### src/rtl/tvn_pkg.sv
`default_nettype none
// ----------------------------------------------------------------------------
// tvn_pkg
// shared widths, register codes and item types of the value noise texel unit
// ----------------------------------------------------------------------------
package tvn_pkg;

    // tile and octave setup
    localparam int TILE_SIZE   = 256;
    localparam int TILE_W      = $clog2(TILE_SIZE);
    localparam int MAX_OCTAVES = 4;
    localparam int OCT_CNT_W   = $clog2(MAX_OCTAVES + 1);

    // field widths
    localparam int COORD_W = 8;
    localparam int CH_W    = 8;
    localparam int BASE_W  = 15;
    localparam int VAR_W   = 16;
    localparam int PER_W   = 9;
    localparam int AMT_W   = 15;

    // fixed point
    localparam int FRAC_W     = 24;
    localparam int COLOR_FRAC = 14;
    localparam int IDX_W      = TILE_W;
    localparam int SUM_W      = FRAC_W + MAX_OCTAVES;

    // lattice hash multipliers
    localparam logic [31:0] MIX_X = 32'd374761393;
    localparam logic [31:0] MIX_Y = 32'd668265263;
    localparam logic [31:0] MIX_F = 32'd1274126177;

    // queue between front and back
    localparam int QUEUE_DEPTH = 2;

    // configuration port
    localparam int ADDR_W = 5;
    localparam int DATA_W = 32;

    localparam logic [BASE_W-1:0] RST_BASE_RED   = 15'd6881;
    localparam logic [BASE_W-1:0] RST_BASE_GREEN = 15'd7373;
    localparam logic [BASE_W-1:0] RST_BASE_BLUE  = 15'd6226;
    localparam logic [VAR_W-1:0]  RST_VAR        = 16'd16384;
    localparam logic [PER_W-1:0]  RST_PERIOD     = 9'd16;
    localparam logic [AMT_W-1:0]  RST_AMOUNT     = 15'd1638;

    typedef enum logic [2:0] {
        REG_BASE_RED   = 3'd0,
        REG_BASE_GREEN = 3'd1,
        REG_BASE_BLUE  = 3'd2,
        REG_VAR_RED    = 3'd3,
        REG_VAR_GREEN  = 3'd4,
        REG_VAR_BLUE   = 3'd5,
        REG_PERIOD     = 3'd6,
        REG_AMOUNT     = 3'd7
    } reg_idx_t;

    typedef struct packed {
        logic [BASE_W-1:0] base_red;
        logic [BASE_W-1:0] base_green;
        logic [BASE_W-1:0] base_blue;
        logic [VAR_W-1:0]  var_red;
        logic [VAR_W-1:0]  var_green;
        logic [VAR_W-1:0]  var_blue;
        logic [PER_W-1:0]  noise_period;
        logic [AMT_W-1:0]  mottle_amount;
    } cfg_t;

    // lattice corners and in-cell fractions of one octave
    typedef struct packed {
        logic [IDX_W-1:0]  x0;
        logic [IDX_W-1:0]  x1;
        logic [IDX_W-1:0]  y0;
        logic [IDX_W-1:0]  y1;
        logic [TILE_W-1:0] fx;
        logic [TILE_W-1:0] fy;
    } oct_coord_t;

    typedef struct packed {
        oct_coord_t [MAX_OCTAVES-1:0] oct;
        logic [OCT_CNT_W-1:0]         oct_cnt;
    } item_t;

endpackage
`default_nettype wire

### src/rtl/tvn_cfg.sv
`default_nettype none
// ----------------------------------------------------------------------------
// tvn_cfg
// apb register file holding colour, variation, period and amount settings
// ----------------------------------------------------------------------------
module tvn_cfg
    import tvn_pkg::*;
(
    input  logic              clk,
    input  logic              rst_n,
    input  logic              psel,
    input  logic              penable,
    input  logic              pwrite,
    input  logic [ADDR_W-1:0] paddr,
    input  logic [DATA_W-1:0] pwdata,
    output logic [DATA_W-1:0] prdata,
    output logic              pready,
    output cfg_t              cfg
);

    cfg_t     cfg_reg;
    cfg_t     cfg_next;
    reg_idx_t idx;
    logic     wr_en;

    assign idx    = reg_idx_t'(paddr[ADDR_W-1:2]);
    assign wr_en  = psel && penable && pwrite;
    assign pready = 1'b1;
    assign cfg    = cfg_reg;

    always_comb
    begin
        cfg_next = cfg_reg;
        if (wr_en)
        begin
            unique case (idx)
                REG_BASE_RED:   cfg_next.base_red      = pwdata[BASE_W-1:0];
                REG_BASE_GREEN: cfg_next.base_green    = pwdata[BASE_W-1:0];
                REG_BASE_BLUE:  cfg_next.base_blue     = pwdata[BASE_W-1:0];
                REG_VAR_RED:    cfg_next.var_red       = pwdata[VAR_W-1:0];
                REG_VAR_GREEN:  cfg_next.var_green     = pwdata[VAR_W-1:0];
                REG_VAR_BLUE:   cfg_next.var_blue      = pwdata[VAR_W-1:0];
                REG_PERIOD:     cfg_next.noise_period  = pwdata[PER_W-1:0];
                REG_AMOUNT:     cfg_next.mottle_amount = pwdata[AMT_W-1:0];
            endcase
        end
    end

    always_comb
    begin
        unique case (idx)
            REG_BASE_RED:   prdata = DATA_W'(cfg_reg.base_red);
            REG_BASE_GREEN: prdata = DATA_W'(cfg_reg.base_green);
            REG_BASE_BLUE:  prdata = DATA_W'(cfg_reg.base_blue);
            REG_VAR_RED:    prdata = DATA_W'(cfg_reg.var_red);
            REG_VAR_GREEN:  prdata = DATA_W'(cfg_reg.var_green);
            REG_VAR_BLUE:   prdata = DATA_W'(cfg_reg.var_blue);
            REG_PERIOD:     prdata = DATA_W'(cfg_reg.noise_period);
            REG_AMOUNT:     prdata = DATA_W'(cfg_reg.mottle_amount);
        endcase
    end

    always_ff @(posedge clk or negedge rst_n)
    begin
        if (!rst_n)
        begin
            cfg_reg.base_red      <= RST_BASE_RED;
            cfg_reg.base_green    <= RST_BASE_GREEN;
            cfg_reg.base_blue     <= RST_BASE_BLUE;
            cfg_reg.var_red       <= RST_VAR;
            cfg_reg.var_green     <= RST_VAR;
            cfg_reg.var_blue      <= RST_VAR;
            cfg_reg.noise_period  <= RST_PERIOD;
            cfg_reg.mottle_amount <= RST_AMOUNT;
        end
        else
        begin
            cfg_reg <= cfg_next;
        end
    end

endmodule
`default_nettype wire

### config.mk
export PLATFORM = sky130hd
export DESIGN_NAME = tvn_cfg
export DESIGN_NICKNAME = d
export VERILOG_FILES = /design/src/rtl/tvn_pkg.sv /design/src/rtl/tvn_cfg.sv
export SDC_FILE = /design/constraint.sdc
export NUM_CORES = 1
export LEC_CHECK = 0
export ABC_AREA = 1
export BUFFER_PORTS_ARGS = -buffer_cell sky130_fd_sc_hd__buf_2
export CAP_MARGIN = 15
export CORE_MARGIN = 3
export CORE_UTILIZATION = 46
export CTS_CLUSTER_DIAMETER = 80
export DETAILED_ROUTE_END_ITERATION = 10
export PLACE_DENSITY = 0.84
export SYNTH_ARGS = -nofsm -noshare
export SYNTH_HDL_FRONTEND = slang
export SYNTH_SLANG_ARGS = --single-unit
### constraint.sdc
create_clock -name clk -period 1 [get_ports clk]
set_input_delay 0.1 -clock clk [delete_from_list [all_inputs] [get_ports clk]]
set_output_delay 0.1 -clock clk [all_outputs]
set_load 0.02 [all_outputs]
==> impl_metrics.csv <==
group,metric,value,unit
drt,dr.pass1.iters,7,
layout,syn2layout_area_growth,78.2,%
timing,slew_viol_final,0,
min_path,min_path_cells,3,
setup_path,start_kind,"register",
global_route,grt_max_degree,47,
pwr,p_per_area,2120,nW/um^2
layout,utilization,0.862,
setup_path,crit_start,"cfg[48]",
min_path,hp-class,"in -> reg",
layout,nNetsFinal,1045,
synth,synth_area_per_cell,8.35,sq um
pwr,fin_total_pwr,21.4,mW
clock_network,cts.path.max_buffers,2,
drt,antenna_left,0,
clock_network,cts_htree_levels,4,
timing,fin_crit_sh,1.60,
min_path,min_from,"pwdata[9]",
floorplanning,start_util,0.484,
drt,drc,0,
setup_path,arrival,1.50,ns
floorplanning,die_y,117,um
setup_path,regToRegStartpoint,"cfg[27]",
setup_path,worstRegToRegCells,4,
setup_path,end_kind,"primary output",
floorplanning,std_cell_rows,39,
synth,synth_seq_cells,117,
floorplanning,fp.dieW,117,um
global_route,grt_antenna_before_repair,0,
timing,fin_skew,0,ns
floorplanning,boundaryPins,192,
min_path,min_to,"cfg[33]",
layout,final_area,10100,sq um
clock_network,cts_tree,"done",
drt,via_per_inst,6.18,
placed_design,placed_cells,1062,
setup_path,regToRegEndpoint,"cfg[27]",
drt,routed_wl,27600,um
timing,fmax,624,MHz
layout,final_cells,1158,
timing,rsz0062_at_grt,"yes",
clock_network,clk_pin_slew,0.05,ns
synth,yosysUniqueCellTypes,28,
pwr,power_leakage,5.02,nW
status,outcome,"complete, but fails checks",
global_route,grt_pass1_vias,6603,
timing,setup_slack,-0.603,ns
timing,whs,0.0802,ns
layout,largest_register_ffs,117,
placed_design,port_buffers,156,
flow_run,cap_viol_max_count,0,
synth,syn-cell-area,5660,sq um
drt,vias,7153,
clock_network,cts_buffers,17,
placed_design,hpwl,13400,um
setup_path,crit_type,"reg -> out",
synth,synthCells,678,
global_route,grt-ovfl-total,0,
timing,hold_viol_final,0,
setup_path,critPathRequiredTime,0.90,ns
setup_path,crit_fanout,2,
drt,wire_per_inst,23.9,um
clock_network,insertion_delay,0.41,ns
placed_design,dpl_cell_area,7530,sq um
layout,drive_above_1_share,0.475,
layout,nFillCells,502,
timing,setup_violations,143,
floorplanning,coreArea,11700,sq um
clock_network,root_buffer,"clkbuf_16",
timing,fin_crit,1.60,ns
placed_design,gp_congestion,0.928,
floorplanning,die_area,13700,sq um
layout,diodes,0,
synth,yosysWarnings,0,
status,violations,"setup timing",
drt,first_iter_violations,930,
setup_path,regToRegSetupSlack,-0.02,ns
pwr,vdd_drop_max,1660,uV
global_route,grt_first_pass_wirelength,34600,um
global_route,grt.total_usage,0.334,
clock_network,cts_sinks,117,
synth,seq_area_frac_synth,0.524,
[synthesized netlist by cell type]
| cell | instances | share of area |
|---|---|---|
| dfrtp_1 | 87 | 0.38 |
| nor2_4 | 1 | 0.0020 |
| buf_4 | 24 | 0.032 |
| nor3_4 | 1 | 0.0029 |
| inv_2 | 2 | 0.0013 |
| nand3_1 | 32 | 0.028 |
| nand3_2 | 1 | 0.0018 |
| or2_1 | 1 | 0.0011 |
| nand4_1 | 63 | 0.070 |
| nor2_1 | 67 | 0.044 |
| a21oi_1 | 15 | 0.013 |
| nand2_1 | 162 | 0.11 |
| dfstp_2 | 30 | 0.14 |
| o211ai_1 | 1 | 0.0013 |
| o21ai_1 | 44 | 0.039 |
| clkbuf_1 | 12 | 0.0080 |
| inv_4 | 1 | 0.0011 |
| buf_2 | 17 | 0.015 |
| inv_1 | 39 | 0.026 |
| nor3_2 | 2 | 0.0035 |
| nor3_1 | 1 | 0.00088 |
| or2_4 | 1 | 0.0015 |
| nor2_2 | 1 | 0.0011 |
| buf_1 | 4 | 0.0027 |
| nand3_4 | 2 | 0.0062 |
| conb_1 | 2 | 0.0013 |
| buf_6 | 7 | 0.014 |
| o21ai_0 | 58 | 0.051 |
[worst max-delay path, stage by stage (launching register included)]
cell and delay, ns:
dfrtp_1 0.41, nand3_1 0.10, nand2_1 0.08, nor2_1 0.13, buf_4 0.15, nand3_4 0.08
buf_6 0.14
[worst max-delay path by stage]
stage,slack [ns],end,cells past startpoint
2_1_floorplan,-0.002,prdata[1],4
3_3_place_gp,-0.32,cfg[60],8
3_5_place_dp,-0.38,cfg[96],7
4_1_cts,-0.50,prdata[6],5
5_1_grt,-0.63,prdata[8],6
6_report,-0.60,prdata[8],6
[repair_timing]
action,CTS,global route
gates resized for setup,349,134
setup endpoints to repair,133,176
hold buffers,11,0
endpoints found under the hold margin,102,0
gates cloned,0,8
pin swaps,40,42
setup buffers,29,68
[report_power, final]
| group | switching, mW | leakage [nW] | internal [mW] |
|---|---|---|---|
| Clock | 2.17 | 0.267 | 3.54 |
| Combinational | 4.39 | 3.34 | 4.52 |
| Sequential | 0.890 | 1.41 | 5.85 |
| Total | 7.45 | 5.02 | 13.9 |
[cell type report]
cell class / count / area (sq um) / area share
Clock buffer: 28 / 527 / 0.0522
Clock inverter: 3 / 17.5 / 0.00174
Inverter: 42 / 173 / 0.0171
Multi-Input combinational cell: 474 / 2520 / 0.249
Sequential cell: 117 / 2970 / 0.294
Tap cell: 143 / 179 / 0.0177
Timing Repair Buffer: 350 / 3700 / 0.367
Timing Repair inverter: 1 / 8.76 / 0.000868
[cells by family (layout without fill, tap and decap cells)]
group / count (synthesis) / after routing / share of synthesized area
and+or+nand+nor: 335 / 339 / 0.271
AOI/OAI and AO/OA: 118 / 118 / 0.105
other: 2 / 17 / 0.00133
DFF: 117 / 117 / 0.524
buffers and inverters: 106 / 424 / 0.0996
[cells in the final DEF, fill, tap and decap left out, types with 2 or more instances in the layout]
master / netlist / routed
a21oi_1: 15 / 14
buf_12: 0 / 13
buf_2: 17 / 23
buf_4: 24 / 61
buf_6: 7 / 238
buf_8: 0 / 2
clkbuf_1: 12 / 5
clkbuf_16: 0 / 19
clkbuf_8: 0 / 6
clkinv_2: 0 / 2
conb_1: 2 / 17
dfrtp_1: 87 / 86
dfstp_2: 30 / 30
dlygate4sd3_1: 0 / 11
inv_1: 39 / 34
inv_2: 2 / 6
nand2_1: 162 / 152
nand2_2: 0 / 8
nand3_1: 32 / 13
nand3_2: 1 / 17
nand3_4: 2 / 5
nand4_1: 63 / 63
nor2_1: 67 / 36
nor2_2: 1 / 26
nor2_4: 1 / 7
nor3_4: 1 / 3
o21ai_0: 58 / 51
o21ai_1: 44 / 49
o21ai_2: 0 / 2
or2_4: 1 / 5
[metal layers]
layer	vias up	GRT usage	wire length, um
met5	-	0	0
met2	663	0.599	13600
met4	0	0.161	2060
met1	3407	0.375	9020
li1	2887	-	-
met3	196	0.0746	2990
[metrics by stage]
| step | worst slack, ns | TNS, ns |
|---|---|---|
| final | -0.603 | -29.52 |
| after global routing | -0.626 | -33.53 |
| after floorplan | -0.00173 | -0.00447 |
| after detailed placement | -0.381 | -36.90 |
| after global placement | -0.325 | -31.72 |
| after CTS | -0.503 | -25.68 |
Power figures use the tool's default switching activity.
