<file path="src/rtl/tvn_pkg.sv">
`default_nettype none
// ----------------------------------------------------------------------------
// tvn_pkg
// shared widths, register codes and item types of the value noise texel unit
// ----------------------------------------------------------------------------
package tvn_pkg;

    // tile and octave setup
    localparam int TILE_SIZE   = 256;
    localparam int TILE_W      = $clog2(TILE_SIZE);
    localparam int MAX_OCTAVES = 4;
    localparam int OCT_CNT_W   = $clog2(MAX_OCTAVES + 1);

    // field widths
    localparam int COORD_W = 8;
    localparam int CH_W    = 8;
    localparam int BASE_W  = 15;
    localparam int VAR_W   = 16;
    localparam int PER_W   = 9;
    localparam int AMT_W   = 15;

    // fixed point
    localparam int FRAC_W     = 24;
    localparam int COLOR_FRAC = 14;
    localparam int IDX_W      = TILE_W;
    localparam int SUM_W      = FRAC_W + MAX_OCTAVES;

    // lattice hash multipliers
    localparam logic [31:0] MIX_X = 32'd374761393;
    localparam logic [31:0] MIX_Y = 32'd668265263;
    localparam logic [31:0] MIX_F = 32'd1274126177;

    // queue between front and back
    localparam int QUEUE_DEPTH = 2;

    // configuration port
    localparam int ADDR_W = 5;
    localparam int DATA_W = 32;

    localparam logic [BASE_W-1:0] RST_BASE_RED   = 15'd6881;
    localparam logic [BASE_W-1:0] RST_BASE_GREEN = 15'd7373;
    localparam logic [BASE_W-1:0] RST_BASE_BLUE  = 15'd6226;
    localparam logic [VAR_W-1:0]  RST_VAR        = 16'd16384;
    localparam logic [PER_W-1:0]  RST_PERIOD     = 9'd16;
    localparam logic [AMT_W-1:0]  RST_AMOUNT     = 15'd1638;

    typedef enum logic [2:0] {
        REG_BASE_RED   = 3'd0,
        REG_BASE_GREEN = 3'd1,
        REG_BASE_BLUE  = 3'd2,
        REG_VAR_RED    = 3'd3,
        REG_VAR_GREEN  = 3'd4,
        REG_VAR_BLUE   = 3'd5,
        REG_PERIOD     = 3'd6,
        REG_AMOUNT     = 3'd7
    } reg_idx_t;

    typedef struct packed {
        logic [BASE_W-1:0] base_red;
        logic [BASE_W-1:0] base_green;
        logic [BASE_W-1:0] base_blue;
        logic [VAR_W-1:0]  var_red;
        logic [VAR_W-1:0]  var_green;
        logic [VAR_W-1:0]  var_blue;
        logic [PER_W-1:0]  noise_period;
        logic [AMT_W-1:0]  mottle_amount;
    } cfg_t;

    // lattice corners and in-cell fractions of one octave
    typedef struct packed {
        logic [IDX_W-1:0]  x0;
        logic [IDX_W-1:0]  x1;
        logic [IDX_W-1:0]  y0;
        logic [IDX_W-1:0]  y1;
        logic [TILE_W-1:0] fx;
        logic [TILE_W-1:0] fy;
    } oct_coord_t;

    typedef struct packed {
        oct_coord_t [MAX_OCTAVES-1:0] oct;
        logic [OCT_CNT_W-1:0]         oct_cnt;
    } item_t;

endpackage
`default_nettype wire

</file>
<file path="src/rtl/tvn_front.sv">
`default_nettype none
// ----------------------------------------------------------------------------
// tvn_front
// takes a pixel, counts the octaves that fit the tile and finds lattice cells
// ----------------------------------------------------------------------------
module tvn_front
    import tvn_pkg::*;
(
    input  logic               clk,
    input  logic               rst_n,
    input  logic [COORD_W-1:0] x_coord,
    input  logic [COORD_W-1:0] y_coord,
    input  logic               in_valid,
    output logic               in_stall,
    input  logic [PER_W-1:0]   noise_period,
    input  logic               q_full,
    output logic               q_push,
    output item_t              q_item
);

    localparam int XP_W = COORD_W + PER_W;
    localparam int PS_W = PER_W + MAX_OCTAVES;
    localparam int SX_W = XP_W + MAX_OCTAVES - 1;

    function automatic logic [IDX_W-1:0] next_idx(input logic [IDX_W-1:0] i,
                                                  input logic [PS_W-1:0]  p);
        logic [PS_W-1:0] s;
        s = PS_W'(i) + PS_W'(1);
        return (s == p) ? '0 : s[IDX_W-1:0];
    endfunction

    logic [PER_W-1:0]     per_eff;
    logic [XP_W-1:0]      xp;
    logic [XP_W-1:0]      yp;
    logic [MAX_OCTAVES-1:0] oct_ok;
    oct_coord_t           oct_next [MAX_OCTAVES];
    item_t                item_next;
    item_t                item_reg;
    logic                 valid_reg;
    logic                 valid_next;
    logic                 accept;

    // a zero period behaves as one; the tile is 256 wide so coordinates need no wrap
    assign per_eff = (noise_period == '0) ? PER_W'(1) : noise_period;
    assign xp      = XP_W'(x_coord) * XP_W'(per_eff);
    assign yp      = XP_W'(y_coord) * XP_W'(per_eff);

    for (genvar o = 0; o < MAX_OCTAVES; o++)
    begin : g_oct
        logic [PS_W-1:0] ps;
        logic [SX_W-1:0] sx;
        logic [SX_W-1:0] sy;

        assign ps        = PS_W'(per_eff) << o;
        assign sx        = SX_W'(xp) << o;
        assign sy        = SX_W'(yp) << o;
        assign oct_ok[o] = (ps <= PS_W'(TILE_SIZE));
        assign oct_next[o] = '{
            x0: sx[TILE_W +: IDX_W],
            x1: next_idx(sx[TILE_W +: IDX_W], ps),
            y0: sy[TILE_W +: IDX_W],
            y1: next_idx(sy[TILE_W +: IDX_W], ps),
            fx: sx[TILE_W-1:0],
            fy: sy[TILE_W-1:0]
        };
    end

    // octaves that fit always form a prefix, so a count is enough
    always_comb
    begin
        item_next.oct_cnt = '0;
        for (int o = 0; o < MAX_OCTAVES; o++)
        begin
            item_next.oct[o]  = oct_next[o];
            item_next.oct_cnt = item_next.oct_cnt + OCT_CNT_W'(oct_ok[o]);
        end
    end

    assign q_push   = valid_reg && !q_full;
    assign in_stall = valid_reg && q_full;
    assign accept   = in_valid && !in_stall;
    assign q_item   = item_reg;

    always_comb
    begin
        valid_next = valid_reg;
        if (accept)
        begin
            valid_next = 1'b1;
        end
        else if (q_push)
        begin
            valid_next = 1'b0;
        end
    end

    always_ff @(posedge clk or negedge rst_n)
    begin
        if (!rst_n)
        begin
            valid_reg <= 1'b0;
        end
        else
        begin
            valid_reg <= valid_next;
        end
    end

    always_ff @(posedge clk)
    begin
        if (accept)
        begin
            item_reg <= item_next;
        end
    end

endmodule
`default_nettype wire

</file>
<file path="config.mk">
export PLATFORM = sky130hd
export DESIGN_NAME = tvn_front
export DESIGN_NICKNAME = d
export VERILOG_FILES = /design/src/rtl/tvn_pkg.sv /design/src/rtl/tvn_front.sv
export SDC_FILE = /design/constraint.sdc
export NUM_CORES = 1
export LEC_CHECK = 0
export BUFFER_PORTS_ARGS = -buffer_cell sky130_fd_sc_hd__buf_2
export CAP_MARGIN = 25
export CORE_MARGIN = 5
export CORE_UTILIZATION = 60
export DETAILED_ROUTE_END_ITERATION = 12
export PLACE_DENSITY = 0.91
export SKIP_CTS_REPAIR_TIMING = 1
export SKIP_LAST_GASP = 1
export SLEW_MARGIN = 10
export SYNTH_ARGS = -nofsm -noshare
export SYNTH_HDL_FRONTEND = slang
export SYNTH_SLANG_ARGS = --single-unit
</file>
<file path="constraint.sdc">
create_clock -name clk -period 8.1 [get_ports clk]
set_input_delay 1.62 -clock clk [delete_from_list [all_inputs] [get_ports clk]]
set_output_delay 1.62 -clock clk [all_outputs]
set_load 0.05 [all_outputs]
</file>
==> results of run 1 <==
## per-stage QoR
| stage | std cells | setup slack, ns |
|---|---|---|
| after global routing | 1575 | -0.0664 |
| final | 1575 | 0.106 |
| after detailed placement | 1559 | -0.215 |
| after CTS | 1575 | 0.0343 |
| after floorplan | 1154 | 0.00289 |
| after global placement | 1559 | -0.0000666 |
## worst max-delay path, delay by kind of cell
| kind | cells | cell delay [ns] |
|---|---|---|
| adders and majority gates | 6 | 2.71 |
| and+or+nand+nor | 8 | 2.15 |
| AOI/OAI and AO/OA | 5 | 0.83 |
| buffers and inverters | 6 | 0.62 |
| xor gates and xnor gates | 1 | 0.15 |
## metal layers
metal / share of wire / up-vias
met2: 0.49 / 515
met1: 0.38 / 4353
li1: - / 4100
met4: 0.036 / 2
met3: 0.086 / 98
met5: 0.00045 / -
## kinds of logic after synthesis
family	Yosys count	share of synthesized area
other	1	0.000335
buffers and inverters	254	0.118
muxes	2	0.00190
DFF	100	0.268
xor gates and xnor gates	111	0.0998
and+or+nand+nor	380	0.187
AOI/OAI and AO/OA	128	0.0829
adders and majority gates	167	0.242
## cell type report
type	instances	area, um^2	area share
well taps	234	293	0.0229
repair buffers	305	1760	0.138
flip-flops and latches	100	3000	0.235
multi-input cells	800	6970	0.546
clock inverters	6	72.6	0.00568
inverters	120	455	0.0357
clock buffers	10	229	0.0179
## worst max-delay path by stage
stage / from / end / slack [ns] / depth (start not counted)
2_1_floorplan: noise_period[4] / q_item[69] / 0.003 / 29
3_3_place_gp: noise_period[4] / q_item[74] / -0.00007 / 25
3_5_place_dp: noise_period[4] / q_item[38] / -0.22 / 23
4_1_cts: noise_period[4] / q_item[70] / 0.03 / 26
5_1_grt: noise_period[4] / q_item[70] / -0.07 / 27
6_report: noise_period[4] / q_item[71] / 0.11 / 26
## placed cells by master (no fill, tap or decap), types with 4 or more instances in the layout
| cell | netlist | routed |
|---|---|---|
| a211o_1 | 4 | 4 |
| a211oi_1 | 6 | 6 |
| a21o_1 | 11 | 11 |
| a21oi_1 | 29 | 29 |
| a31oi_1 | 6 | 6 |
| and2_1 | 108 | 108 |
| and3_1 | 9 | 9 |
| and4_1 | 4 | 4 |
| buf_2 | 6 | 213 |
| buf_4 | 96 | 92 |
| clkbuf_16 | 0 | 9 |
| conb_1 | 1 | 12 |
| edfxtp_1 | 99 | 99 |
| fa_1 | 83 | 83 |
| ha_1 | 84 | 83 |
| inv_1 | 114 | 114 |
| nand2_1 | 65 | 65 |
| nand2b_1 | 5 | 5 |
| nand3_1 | 20 | 20 |
| nand4_1 | 10 | 10 |
| nor2_1 | 77 | 74 |
| nor2b_1 | 26 | 25 |
| nor3_1 | 15 | 15 |
| nor4_1 | 6 | 6 |
| o211a_1 | 4 | 4 |
| o211ai_1 | 5 | 5 |
| o21a_1 | 7 | 7 |
| o21ai_0 | 16 | 16 |
| or2_2 | 6 | 6 |
| or4_1 | 6 | 5 |
| xnor2_1 | 77 | 76 |
| xnor3_1 | 9 | 9 |
| xor2_1 | 22 | 22 |
==> flow_summary.yaml, run 1 <==
status:
  outcome: "finished clean"
route:
  via_per_inst: 5.76
  drtIter0Drc: 810
  dr_total_vias: 9068
  avgRoutedWirePerCell_um: 18.3
  first_pass_iters: 6
  remaining_drc_errors: 0
  ant_nets: 0
  wl_mm: 28.9
sta:
  min_period_ns: 7.99
  max_freq_mhz: 125
  drv_slew: 0
  skew_ns: 0.00760
  timing.hold.ws_ns: 0.696
  finalHoldViolCount: 0
  finalSetupTns_ns: 0
  worst_slew_pin_slew_ns: 1.01
  rsz0062_at_grt: "yes"
  finalSetupViolations: 0
  finalCritPeriodShare: 0.987
  maxSlewHeadroom: 0.327
synthesis:
  synth_warnings: 0
  synthCells: 1143
  yosys_register_bits: 100
  synth_edf_count: 99
  avgSynthCellArea_um2: 9.80
  synth.most_common_cell: "inv_1"
  postSynth.asyncResetShare: 0.0100
  synth_top_area_frac: 0.265
  synth_area_leaders: "edfxtp_1, fa_1, ha_1, buf_4, and2_1"
  ys_types: 85
  syn_area_um2: 11200
  yosys.area.top_type: "edfxtp_1"
  synth_common_cells: "inv_1, and2_1, edfxtp_1"
  ys_seq_area_frac: 0.268
  synthFlopType: "edfxtp_1"
final_layout:
  num_antenna_cells: 0
  fin_util: 0.690
  final.fill_count: 1272
  syn_to_final_growth_pct: 14.0
  drive_gt1_frac: 0.267
  largest_register_ffs: 99
  fin_area_um2: 12800
  fin_nets: 1532
critical_path:
  r2r_cells: 3
  regToRegStartpoint: "valid_reg"
  worstSetupPathType: "in2reg"
  cpMostUsedCell: "fa_1"
  cp.arrival_ns: 8.10
  r2r-end: "q_item[4]"
  critical_path.max_stage_delay_ns: 0.58
  worstPathMaxFanout: 7
  r2r_slack_ns: 5.68
  startpoint_type: "input port"
  cp.required_ns: 8.21
  crit_path_top_delay_cell: "or4_4"
  crit_path_end_kind: "flop"
global_routing:
  grt_max_degree: 79
  overflow: 0
  antenna_found_initial: 1
  grt_pass1_wl_mm: 46.3
  top_usage_layer: "met2"
  grt_pass1_vias: 9356
  grtUsageTotal: 0.263
  grt_use_met3: 0.0425
  grt_util_met1: 0.332
  grtUsageMet2: 0.456
placed_design:
  port_buffers: 213
  place_congestion: 0.937
  post-dp-hpwl_mm: 21.9
  place_area_um2: 12500
floorplan:
  core_um2: 18500
  die_h_um: 147
  die_x_um: 147
  rows: 50
  dieArea_um2: 21500
  boundaryPins: 226
  start_util: 0.605
worst_hold_path:
  hold_class: "reg2reg"
  holdPathEnd: "valid_reg"
  hold_path_startpoint: "valid_reg"
  hold_depth: 2
clock_network:
  clk_latency_ns: 0.35
  clk_path_buf_depth: 2
  cts_tree: "done"
  clkTransAtPathRegs_ns: 0.07
  clock_sinks: 100
  cts_htree_levels: 3
  cts_buffers: 9
  cts_root_buf: "clkbuf_16"
job:
  cap_viol_max_count: 0
Power of run 1 is left out: the tool's default activity adds up to more than one toggle a clock period on the data nets, which glitch-free logic cannot reach.
==> inputs of run 2 (changes only) <==
Settings changed: CORE_MARGIN 5 to 2, TNS_END_PERCENT set to 30.
==> flow_summary.yaml, run 2 (synthesis gave the netlist of run 1 again) <==
critical_path:
  crit_path_top_delay_cell: "or4_4"
  crit_buf_inv: 5
  crit_family: "adder cells"
  critical_path.max_stage_delay_ns: 0.57
  worstSetupPathType: "in2reg"
  r2r_slack_ns: 5.63
  cpMostUsedCell: "fa_1"
  cp.required_ns: 8.20
  startpoint_type: "input port"
  regToRegStartpoint: "valid_reg"
  cp.arrival_ns: 8.05
  worstPathMaxFanout: 7
  crit_path_end_kind: "flop"
  worstSetupStartpoint: "noise_period[4]"
  worstPathCellList: "buf_2 -> or4_4 -> nor3b_4 -> o21ai_1 -> fa_1 -> fa_1 -> fa_1 -> fa_1 -> inv_1 -> ha_1 -> and2_1 -> a221o_1 -> nor3_1 -> buf_4 -> nor2_4 -> ha_1 -> inv_1 -> xnor3_1 -> or4_1 -> nor4b_4 -> buf_4 -> a21oi_1"
final_layout:
  fin_cells: 1571
  fin_util: 0.707
  final.fill_count: 1249
  largest_register_ffs: 99
  most-common-layout-cells: "buf_2, inv_1, and2_1"
  num_antenna_cells: 0
  fin_nets: 1533
  final_common_cell: "buf_2"
  drive_gt1_frac: 0.270
  syn_to_final_growth_pct: 14.6
clock_network:
  clk_latency_ns: 0.36
  clk_path_buf_depth: 2
  cts_root_buf: "clkbuf_16"
  cts_htree_levels: 3
  cts_buffers: 9
  clkTransAtPathRegs_ns: 0.07
  cts_tree: "done"
  clock_sinks: 100
global_routing:
  grt_pass1_wl_mm: 45.6
  grt_pass1_vias: 9068
  antenna_found_initial: 1
  grt_max_degree: 73
  overflow: 0
  grtUsageTotal: 0.287
worst_hold_path:
  hold_class: "reg2reg"
  hold_path_startpoint: "valid_reg"
route:
  drtIter0Drc: 828
  dr_total_vias: 9033
  first_pass_iters: 6
  avgRoutedWirePerCell_um: 17.8
  remaining_drc_errors: 0
  via_per_inst: 5.75
  ant_nets: 0
  wl_mm: 28.0
sta:
  worst_slew_pin_slew_ns: 0.926
  finalHoldViolCount: 0
  skew_ns: 0.00677
  rsz0062_at_grt: "no"
  finalSetupViolations: 0
  max_freq_mhz: 126
  finalCritPeriodShare: 0.982
  drv_slew: 0
  maxSlewHeadroom: 0.383
  min_period_ns: 7.95
floorplan:
  rows: 49
  die_x_um: 141
  die_h_um: 141
  core_um2: 18100
  dieArea_um2: 19800
  boundaryPins: 226
  start_util: 0.617
placed_design:
  port_buffers: 213
  dp.cells: 1554
  post-dp-hpwl_mm: 21.2
  place_congestion: 0.951
status:
  outcome: "finished clean"
job:
  cap_viol_max_count: 0
[run 2: final cells by class]
cell class	instances	area (um^2)	share of cell area
repair buffers	306	1760	0.137
clock buffers	11	233	0.0181
clock inverters	5	108	0.00838
well taps	229	287	0.0223
inverters	120	455	0.0355
multi-input cells	800	6990	0.545
flip-flops and latches	100	3000	0.234
[run 2: path summary, 6_finish.rpt]
| path | cells after the start | end |
|---|---|---|
| max | 22 | q_item[88] |
| min | 2 | valid_reg |
| max reg2reg | 3 | q_item[168] |
| min reg2reg | 2 | valid_reg |
| max in group asynchronous | 1 | valid_reg |
| min in group asynchronous | 1 | valid_reg |
[run 2: per-layer routing]
layer / part of all wire / wire length (um) / GRT usage
met1: 0.40 / 11300 / 0.377
met2: 0.49 / 13800 / 0.486
met3: 0.068 / 1900 / 0.0391
met4: 0.039 / 1100 / 0.116
met5: 0 / 0 / 0
[run 2: worst register-to-register path: cells and delay by family (launching register included)]
family | cells | cell delay (ns)
buffers and inverters | 1 | 0.82
AND/OR/NAND/NOR | 2 | 0.83
flip-flops | 1 | 0.37
[run 2: stage by stage]
stage	setup slack, ns	instance area (um^2)	setup TNS [ns]	hold WS [ns]
global placement	-0.106	12400	-1.20	0.658
floorplan	0.00289	11300	0	0.980
finish	0.149	12800	0	0.713
CTS	-0.0131	12800	-0.0192	0.718
detailed placement	-0.336	12400	-12.13	0.701
global route	0.0101	12800	0	0.780
Power of run 2 is left out for the same reason.
