--- src/rtl/tvn_pkg.sv ---
`default_nettype none
// ----------------------------------------------------------------------------
// tvn_pkg
// shared widths, register codes and item types of the value noise texel unit
// ----------------------------------------------------------------------------
package tvn_pkg;

    // tile and octave setup
    localparam int TILE_SIZE   = 256;
    localparam int TILE_W      = $clog2(TILE_SIZE);
    localparam int MAX_OCTAVES = 4;
    localparam int OCT_CNT_W   = $clog2(MAX_OCTAVES + 1);

    // field widths
    localparam int COORD_W = 8;
    localparam int CH_W    = 8;
    localparam int BASE_W  = 15;
    localparam int VAR_W   = 16;
    localparam int PER_W   = 9;
    localparam int AMT_W   = 15;

    // fixed point
    localparam int FRAC_W     = 24;
    localparam int COLOR_FRAC = 14;
    localparam int IDX_W      = TILE_W;
    localparam int SUM_W      = FRAC_W + MAX_OCTAVES;

    // lattice hash multipliers
    localparam logic [31:0] MIX_X = 32'd374761393;
    localparam logic [31:0] MIX_Y = 32'd668265263;
    localparam logic [31:0] MIX_F = 32'd1274126177;

    // queue between front and back
    localparam int QUEUE_DEPTH = 2;

    // configuration port
    localparam int ADDR_W = 5;
    localparam int DATA_W = 32;

    localparam logic [BASE_W-1:0] RST_BASE_RED   = 15'd6881;
    localparam logic [BASE_W-1:0] RST_BASE_GREEN = 15'd7373;
    localparam logic [BASE_W-1:0] RST_BASE_BLUE  = 15'd6226;
    localparam logic [VAR_W-1:0]  RST_VAR        = 16'd16384;
    localparam logic [PER_W-1:0]  RST_PERIOD     = 9'd16;
    localparam logic [AMT_W-1:0]  RST_AMOUNT     = 15'd1638;

    typedef enum logic [2:0] {
        REG_BASE_RED   = 3'd0,
        REG_BASE_GREEN = 3'd1,
        REG_BASE_BLUE  = 3'd2,
        REG_VAR_RED    = 3'd3,
        REG_VAR_GREEN  = 3'd4,
        REG_VAR_BLUE   = 3'd5,
        REG_PERIOD     = 3'd6,
        REG_AMOUNT     = 3'd7
    } reg_idx_t;

    typedef struct packed {
        logic [BASE_W-1:0] base_red;
        logic [BASE_W-1:0] base_green;
        logic [BASE_W-1:0] base_blue;
        logic [VAR_W-1:0]  var_red;
        logic [VAR_W-1:0]  var_green;
        logic [VAR_W-1:0]  var_blue;
        logic [PER_W-1:0]  noise_period;
        logic [AMT_W-1:0]  mottle_amount;
    } cfg_t;

    // lattice corners and in-cell fractions of one octave
    typedef struct packed {
        logic [IDX_W-1:0]  x0;
        logic [IDX_W-1:0]  x1;
        logic [IDX_W-1:0]  y0;
        logic [IDX_W-1:0]  y1;
        logic [TILE_W-1:0] fx;
        logic [TILE_W-1:0] fy;
    } oct_coord_t;

    typedef struct packed {
        oct_coord_t [MAX_OCTAVES-1:0] oct;
        logic [OCT_CNT_W-1:0]         oct_cnt;
    } item_t;

endpackage
`default_nettype wire

--- src/rtl/tvn_queue.sv ---
`default_nettype none
// ----------------------------------------------------------------------------
// tvn_queue
// short item queue between front and back
// ----------------------------------------------------------------------------
module tvn_queue
    import tvn_pkg::*;
(
    input  logic  clk,
    input  logic  rst_n,
    input  logic  push,
    input  item_t push_item,
    output logic  full,
    input  logic  pop,
    output logic  pop_valid,
    output item_t pop_item
);

    localparam int PTR_W = $clog2(QUEUE_DEPTH);
    localparam int CNT_W = $clog2(QUEUE_DEPTH + 1);

    item_t            slot_reg [QUEUE_DEPTH];
    logic [PTR_W-1:0] wr_ptr_reg;
    logic [PTR_W-1:0] wr_ptr_next;
    logic [PTR_W-1:0] rd_ptr_reg;
    logic [PTR_W-1:0] rd_ptr_next;
    logic [CNT_W-1:0] cnt_reg;
    logic [CNT_W-1:0] cnt_next;

    assign full      = (cnt_reg == CNT_W'(QUEUE_DEPTH));
    assign pop_valid = (cnt_reg != '0);
    assign pop_item  = slot_reg[rd_ptr_reg];

    always_comb
    begin
        wr_ptr_next = wr_ptr_reg;
        rd_ptr_next = rd_ptr_reg;
        cnt_next    = cnt_reg;
        if (push)
        begin
            wr_ptr_next = (wr_ptr_reg == PTR_W'(QUEUE_DEPTH - 1)) ? '0
                                                                   : wr_ptr_reg + PTR_W'(1);
        end
        if (pop)
        begin
            rd_ptr_next = (rd_ptr_reg == PTR_W'(QUEUE_DEPTH - 1)) ? '0
                                                                   : rd_ptr_reg + PTR_W'(1);
        end
        if (push && !pop)
        begin
            cnt_next = cnt_reg + CNT_W'(1);
        end
        else if (pop && !push)
        begin
            cnt_next = cnt_reg - CNT_W'(1);
        end
    end

    always_ff @(posedge clk or negedge rst_n)
    begin
        if (!rst_n)
        begin
            wr_ptr_reg <= '0;
            rd_ptr_reg <= '0;
            cnt_reg    <= '0;
        end
        else
        begin
            wr_ptr_reg <= wr_ptr_next;
            rd_ptr_reg <= rd_ptr_next;
            cnt_reg    <= cnt_next;
        end
    end

    always_ff @(posedge clk)
    begin
        if (push)
        begin
            slot_reg[wr_ptr_reg] <= push_item;
        end
    end

endmodule
`default_nettype wire

--- config.mk ---
export PLATFORM = sky130hd
export DESIGN_NAME = tvn_queue
export DESIGN_NICKNAME = d
export VERILOG_FILES = /design/src/rtl/tvn_pkg.sv /design/src/rtl/tvn_queue.sv
export SDC_FILE = /design/constraint.sdc
export NUM_CORES = 1
export LEC_CHECK = 0
export ABC_CLOCK_PERIOD_IN_PS = 22500
export BUFFER_PORTS_ARGS = -buffer_cell sky130_fd_sc_hd__buf_4
export CORE_ASPECT_RATIO = 1.2
export CORE_MARGIN = 1.5
export CORE_UTILIZATION = 35
export DETAILED_ROUTE_END_ITERATION = 6
export SETUP_SLACK_MARGIN = 0.05
export SLEW_MARGIN = 20
export SYNTH_ARGS = -nofsm -noshare
export SYNTH_HDL_FRONTEND = slang
export SYNTH_SLANG_ARGS = --single-unit
--- constraint.sdc ---
create_clock -name clk -period 22.5 [get_ports clk]
set_clock_uncertainty 0.2 [all_clocks]
set_input_delay 2.25 -clock clk [delete_from_list [all_inputs] [get_ports clk]]
set_output_delay 2.25 -clock clk [all_outputs]
set_load 0.01 [all_outputs]
==> metrics.log, run 1 <==
[metrics] H-tree levels: 2
[metrics] post-synthesis instance total: 623
[metrics] Placeable Area: 0.04176 mm2
[metrics] clock latency of the later-clocked register in the worst-skew pair: 530 ps
[metrics] critical path fanouts, max: 61
[metrics] max-slew violations: 0
[metrics] post-route fraction of the period consumed by the critical path: 27.55%
[metrics] row cnt: 82
[metrics] synthesized cell area: 0.01484 mm2
[metrics] initial antenna violation count: 6
[metrics] required time at the endpoint of the critical path: 20050 ps
[metrics] most used cell, CP: buf_4
[metrics] ratio of total power to cell area: 124.0 mW/mm2
[metrics] WP data arrival: 3750 ps
[metrics] post-detail-place hpwl: 21.85 mm
[metrics] Initial Utilization: 35.53%
[metrics] number of search-and-repair iterations in the first detailed-routing pass: 4
[metrics] Worst path max stage delay: 840 ps
[metrics] portion of the post-synthesis area used by sequential elements: 79.60%
[metrics] global-route track usage on met1: 15.47%
[metrics] min Tclk post-route: 6198 ps
[metrics] number of nets in the layout: 1247
[metrics] number of setup violations in the final report: 0
[metrics] FMAX: 161.4 MHz
[metrics] Post-Syn Area per Cell: 23.82 um2
[metrics] layout-stage area growth over the synthesis result: 31.67%
[metrics] clock tree from TritonCTS: built
[metrics] Worst Min Path Start: cnt_reg[1]
[metrics] number of flip-flops in the largest register: 390
[metrics] share of post-route cells with drive strength above 1: 60.82%
[metrics] Hold-fix buffers, CTS: 0
[metrics] kind of launch point of the worst setup path: flop
[metrics] number of buffers created by CTS: 40
[metrics] classification of the worst-slack hold path: reg -> reg
[metrics] leakage power: 7.643 nW
[metrics] Critical-path top delay cell: buf_4
[metrics] number of warnings issued by yosys: 0
[metrics] top-level I/O count: 396
[metrics] full die area: 0.04364 mm2
[metrics] post-synth cell types: 14
[metrics] via count of the first global-routing pass: 7782
[metrics] number of buffers on the longest clock path: 3
[metrics] wire per inst: 19.45 um
[metrics] Max VDD drop: 66.76 uV
[metrics] Post-CTS Setup Bufs: 0
[metrics] Mapped Nets: 823
[metrics] width of the die: 191.0 um
[metrics] type of the worst setup path: reg -> out
[metrics] count of vias placed by the detailed router: 7279
[metrics] worst-case headroom to the max-slew limit: 33.66%
[metrics] wirelength, routed: 31.68 mm
[metrics] fraction of met3 tracks used by global routing: 4.867%
[metrics] DR iter-0 viols: 229
[metrics] number of synthesized register bits: 394
[metrics] global-route congestion overflow total: 0
[metrics] first-pass GRT wire length: 46.36 mm
[metrics] Via-to-Cell Ratio: 4.468
[metrics] Critical Path, Cell by Cell: buf_4, buf_4, mux2_4, buf_4
[metrics] Routability Congestion: 0.7440
[metrics] Final Hold Vio Count: 0
[metrics] setup TNS: 0 ps
[metrics] clock edge transition at the registers on the reported setup and hold paths: 60 ps
[metrics] origin of the worst setup path: rd_ptr_reg
[metrics] reported max-cap violation count: 0
[metrics] count of instances resized after the clock tree is built: 0
[metrics] final standard cell utilization of the core: 46.79%
[metrics] result of the run: completed
[metrics] critical path capture point type: primary output
[metrics] number of routed nets with antenna violations: 0
[metrics] Tightest Pin Transition: 995.1 ps
[metrics] post-route DRC violation count: 0
[metrics] PortBufs: 395
[metrics] GRT Total Usage: 14.21%
[metrics] startpoint of the most critical register-to-register path: wr_ptr_reg
[metrics] setup repair after global routing missed its margin: false
[metrics] Die Height: 228.6 um
[metrics] buffer type at the clock tree root: clkbuf_16
[metrics] M2 GR Usage: 24.20%
[metrics] GR peak layer: met2
[metrics] pin count of the biggest net entering global routing: 69
[metrics] number of clock sinks: 394
==> through the flow <==
stage | setup WS (ps) | cells | cell area [um2] | hold WS, ps | total power [mW]
6_report | 16300 | 1629 | 19540 | 288.3 | 2.424
5_1_grt | 16080 | 1629 | 19540 | 318.1 | 2.540
4_1_cts | 16230 | 1623 | 19520 | 292.8 | 2.466
3_5_place_dp | 16800 | 1551 | 18350 | 277.1 | 1.863
3_3_place_gp | 16870 | 1551 | 18350 | 270.6 | 1.854
2_1_floorplan | 10860 | 623 | 14840 | 247.4 | 1.557
==> cell usage in the layout (no fill, tap or decap), drive strengths merged <==
master | synthesis | final
and2 | 1 | 1
buf | 22 | 404
clkbuf | 0 | 53
clkinv | 0 | 17
dfrtp | 4 | 4
diode | 0 | 6
edfxtp | 390 | 390
ha | 1 | 1
inv | 1 | 3
mux2 | 195 | 195
nor2 | 1 | 1
nor2b | 2 | 2
or2 | 1 | 1
xnor2 | 1 | 1
xor2 | 4 | 4
==> critical path: cells and delay by family (launching register included) <==
family                 cells  cell delay, ps
buffers and inverters      3            1800
muxes                      1             360
DFF                        1             830
==> layer usage <==
| metal | vias up | wire length, um |
|---|---|---|
| li1 | 3348 | - |
| met4 | 0 | 1242 |
| met2 | 279 | 16230 |
| met1 | 3582 | 11610 |
| met5 | - | 0 |
| met3 | 70 | 2599 |
==> where the power goes <==
| part | switching [mW] | leakage (nW) | internal [mW] |
|---|---|---|---|
| Clock | 0.261 | 0.577 | 0.336 |
| Sequential | 0.0516 | 3.71 | 0.976 |
| Combinational | 0.363 | 3.36 | 0.436 |
| Total | 0.676 | 7.64 | 1.75 |
==> worst paths after layout <==
| path | end | slack (ps) | cells after the start |
|---|---|---|---|
| max in group asynchronous | rd_ptr_reg | 20670 | 1 |
| worst min-delay path | cnt_reg[1] | 290 | 1 |
| worst max register to register | slot_reg[1][34] | 19640 | 3 |
| min in group asynchronous | rd_ptr_reg | 1310 | 1 |
| worst min register to register | cnt_reg[1] | 290 | 1 |
| worst max-delay path | pop_item[142] | 16300 | 4 |
==> synth_stat cells (all sizes together) <==
| master | n | share of area (%) |
|---|---|---|
| nor2b | 2 | 0.084 |
| ha | 1 | 0.084 |
| mux2 | 195 | 18 |
| nor2 | 1 | 0.025 |
| xnor2 | 1 | 0.059 |
| inv | 1 | 0.025 |
| dfrtp | 4 | 0.67 |
| edfxtp | 390 | 79 |
| xor2 | 4 | 0.24 |
| buf | 22 | 1.5 |
| or2 | 1 | 0.042 |
| and2 | 1 | 0.042 |
==> layout make-up <==
type | count | area, um2
diodes | 6 | 15.01
clock buffers | 53 | 1071
clock inverters | 19 | 100.1
fillers | 3573 | 22220
inverters | 1 | 3.754
multi-input cells | 206 | 2816
flip-flops and latches | 394 | 11820
well taps | 546 | 683.2
repair buffers | 404 | 3033
==> cell families after synthesis <==
| family | share of synthesized area (%) |
|---|---|
| xor gates and xnor gates | 0.2951 |
| adders and majority gates | 0.08431 |
| buffers and inverters | 1.484 |
| DFF | 79.60 |
| muxes | 18.34 |
| and+or+nand+nor | 0.1940 |
Power figures use the tool's default switching activity.
==> run 2, diff against run 1 <==
- ABC_CLOCK_PERIOD_IN_PS: 22500 -> 5930
- clock period: 22.5 -> 5.93 ns (I/O delays scaled with it)
==> run 2 against run 1 <==
Register-to-register slack got worse by 16000 ps. Critical path type unchanged. Sequential power grew to 3.8 times the previous value. Largest cell class unchanged. Highest routed layer unchanged. First-iteration DRC count up 8.7%.
==> metrics.log, run 2 (synthesis results as in run 1) <==
[metrics] DR iter-0 viols: 249 (was 229)
[metrics] post-route DRC violation count: 0 (unchanged)
[metrics] WP data arrival: 2680 ps (was 3750 ps)
[metrics] Worst path max stage delay: 690 ps (was 840 ps)
[metrics] origin of the worst setup path: rd_ptr_reg (unchanged)
[metrics] row cnt: 82 (unchanged)
[metrics] Final Hold Vio Count: 0 (unchanged)
[metrics] layout-stage area growth over the synthesis result: 32.95% (was 31.67%)
[metrics] Critical Path, Cell by Cell: buf_16, buf_12, mux2_2, buf_4 (was buf_4, buf_4, mux2_4, buf_4)
[metrics] ratio of total power to cell area: 478.3 mW/mm2 (was 124.0 mW/mm2)
[metrics] wire per inst: 19.02 um (was 19.45 um)
[metrics] critical path capture point type: primary output (unchanged)
[metrics] post-route fraction of the period consumed by the critical path: 58.51%
[metrics] number of nets in the layout: 1248 (was 1247)
[metrics] Placeable Area: 0.04176 mm2 (unchanged)
[metrics] buffer type at the clock tree root: clkbuf_16 (unchanged)
[metrics] reported max-cap violation count: 0 (unchanged)
[metrics] setup repair after global routing missed its margin: false (unchanged)
[metrics] clock latency of the later-clocked register in the worst-skew pair: 530 ps (about the same)
[metrics] post-detail-place hpwl: 20.74 mm (was 21.85 mm)
[metrics] count of instances resized after the clock tree is built: 0 (unchanged)
[metrics] gate family responsible for the most delay along the worst path: buffers and inverters (unchanged)
[metrics] number of buffer and inverter instances along the worst setup path: 3 (unchanged)
[metrics] number of buffers on the longest clock path: 3 (unchanged)
[metrics] Die Height: 228.6 um (unchanged)
[metrics] classification of the worst-slack hold path: in -> reg (was reg -> reg)
[metrics] FMAX: 288.2 MHz
[metrics] worst-case headroom to the max-slew limit: 49.89% (was 33.66%)
[metrics] critical path fanouts, max: 68 (was 61)
[metrics] Initial Utilization: 35.53% (unchanged)
[metrics] required time at the endpoint of the critical path: 5140 ps (was 20050 ps)
[metrics] GRT Total Usage: 13.84% (was 14.21%)
[metrics] pin count of the biggest net entering global routing: 105 (was 69)
[metrics] full die area: 0.04364 mm2 (unchanged)
[metrics] number of routed nets with antenna violations: 0 (unchanged)
[metrics] PortBufs: 395 (unchanged)
[metrics] share of post-route cells with drive strength above 1: 61.26% (was 60.82%)
[metrics] width of the die: 191.0 um (unchanged)
[metrics] number of filler instances in the final layout: 3550 (was 3573)
[metrics] initial antenna violation count: 1 (was 6)
[metrics] min Tclk post-route: 3470 ps
[metrics] via count of the first global-routing pass: 7865 (was 7782)
[metrics] Via-to-Cell Ratio: 4.458 (was 4.468)
[metrics] number of buffers created by CTS: 41 (was 40)
[metrics] smallest hold slack: 38.95 ps (was 288.3 ps)
[metrics] Tightest Pin Transition: 751.7 ps (was 995.1 ps)
[metrics] number of flip-flops in the largest register: 390 (unchanged)
[metrics] startpoint of the most critical register-to-register path: wr_ptr_reg (unchanged)
[metrics] max-slew violations: 0 (unchanged)
[metrics] Max VDD drop: 480.5 uV (was 66.76 uV)
[metrics] top-level I/O count: 396 (unchanged)
[metrics] worst-case register-to-register setup slack: 3500 ps (was 19640 ps)
[metrics] Worst Min Path Start: pop (was cnt_reg[1])
[metrics] number of clock sinks: 394 (unchanged)
[metrics] H-tree levels: 2 (unchanged)
[metrics] most used cells in the layout excluding fill and tap cells: buf_4, edfxtp_1, mux2_4 (unchanged)
[metrics] number of search-and-repair iterations in the first detailed-routing pass: 4 (unchanged)
[metrics] clock tree from TritonCTS: built (unchanged)
[metrics] kind of launch point of the worst setup path: flop (unchanged)
[metrics] number of setup violations in the final report: 0 (unchanged)
[metrics] endpoint of the worst-slack reg-to-reg timing path: slot_reg[0][68] (was slot_reg[1][34])
[metrics] Critical-path top delay cell: dfrtp_4 (was buf_4)
[metrics] number of stages on the worst hold path: 2 (was 1)
[metrics] global-route congestion overflow total: 0 (unchanged)
[metrics] leakage power: 7.725 nW (was 7.643 nW)
[metrics] result of the run: completed (unchanged)
[metrics] wirelength, routed: 30.92 mm (was 31.68 mm)
[metrics] logic depth of the worst register-to-register path: 3 (unchanged)
[metrics] Routability Congestion: 0.7380 (was 0.7440)
[metrics] type of the worst setup path: reg -> out (unchanged)
[metrics] first-pass GRT wire length: 45.64 mm (was 46.36 mm)
[metrics] count of vias placed by the detailed router: 7249 (was 7279)
[metrics] setup TNS: 0 ps (unchanged)
[metrics] worst min-delay path endpoint: rd_ptr_reg (was cnt_reg[1])
[metrics] clock edge transition at the registers on the reported setup and hold paths: 60 ps (about the same)
[metrics] commonest non-fill, non-tap cell in the layout: buf_4 (unchanged)
-- run 2: cell count changes in the layout (fill, tap and decap cells not counted), moves of 2 or more --
| cell | previous run | this run |
|---|---|---|
| bufinv_16 | 0 | 4 |
| clkinvlp_4 | 0 | 2 |
| buf_12 | 0 | 4 |
| diode_2 | 6 | 1 |
| clkbuf_1 | 12 | 7 |
| buf_4 | 404 | 398 |
-- run 2: worst max-delay path by stage --
stage	to	cells after the start
2_1_floorplan	slot_reg[1][0]	1
3_3_place_gp	pop_item[5]	3
3_5_place_dp	pop_item[5]	3
4_1_cts	pop_item[5]	3
5_1_grt	pop_item[6]	4
6_report	pop_item[181]	4
-- run 2: cell type report --
type	instances	area (um2)	share of cell area (%)
diodes	1	2.502	0.01268
clock inverters	25	235.2	1.192
well taps	546	683.2	3.463
multi-input cells	206	2816	14.28
repair buffers	404	3105	15.74
clock buffers	49	1066	5.404
inverters	1	3.754	0.01903
flip-flops and latches	394	11820	59.89
-- run 2: where the power goes --
part	internal (mW)	switching (mW)	total (mW)
Combinational	1.68	1.41	3.09
Clock	1.46	1.02	2.48
Sequential	3.70	0.167	3.87
-- run 2: what timing repair did --
action	4_1_cts	5_1_grt
setup buffers	0	0
hold buffers	1	0
endpoints found under the hold margin	4	0
-- run 2: metal layers --
metal  vias to the layer above  GRT usage [%]  routed length [um]
met5                         -              0                   0
met4                         0          5.266                 889
met3                        56          4.422                2423
met2                       268          24.63               16150
met1                      3584          15.17               11450
li1                       3341              -                   -
-- run 2: per-stage QoR --
stage / util [%] / area [um2] / worst slack [ps] / power (mW) / instances
2_1_floorplan: - / 14850 / 158.9 / 5.837 / 623
3_3_place_gp: 44.03 / 18390 / 2803 / 7.044 / 1549
3_5_place_dp: 44.03 / 18390 / 2807 / 7.077 / 1549
4_1_cts: 47.17 / 19700 / 2218 / 9.585 / 1624
5_1_grt: 47.24 / 19730 / 2350 / 9.861 / 1626
6_report: 47.24 / 19730 / 2460 / 9.436 / 1626
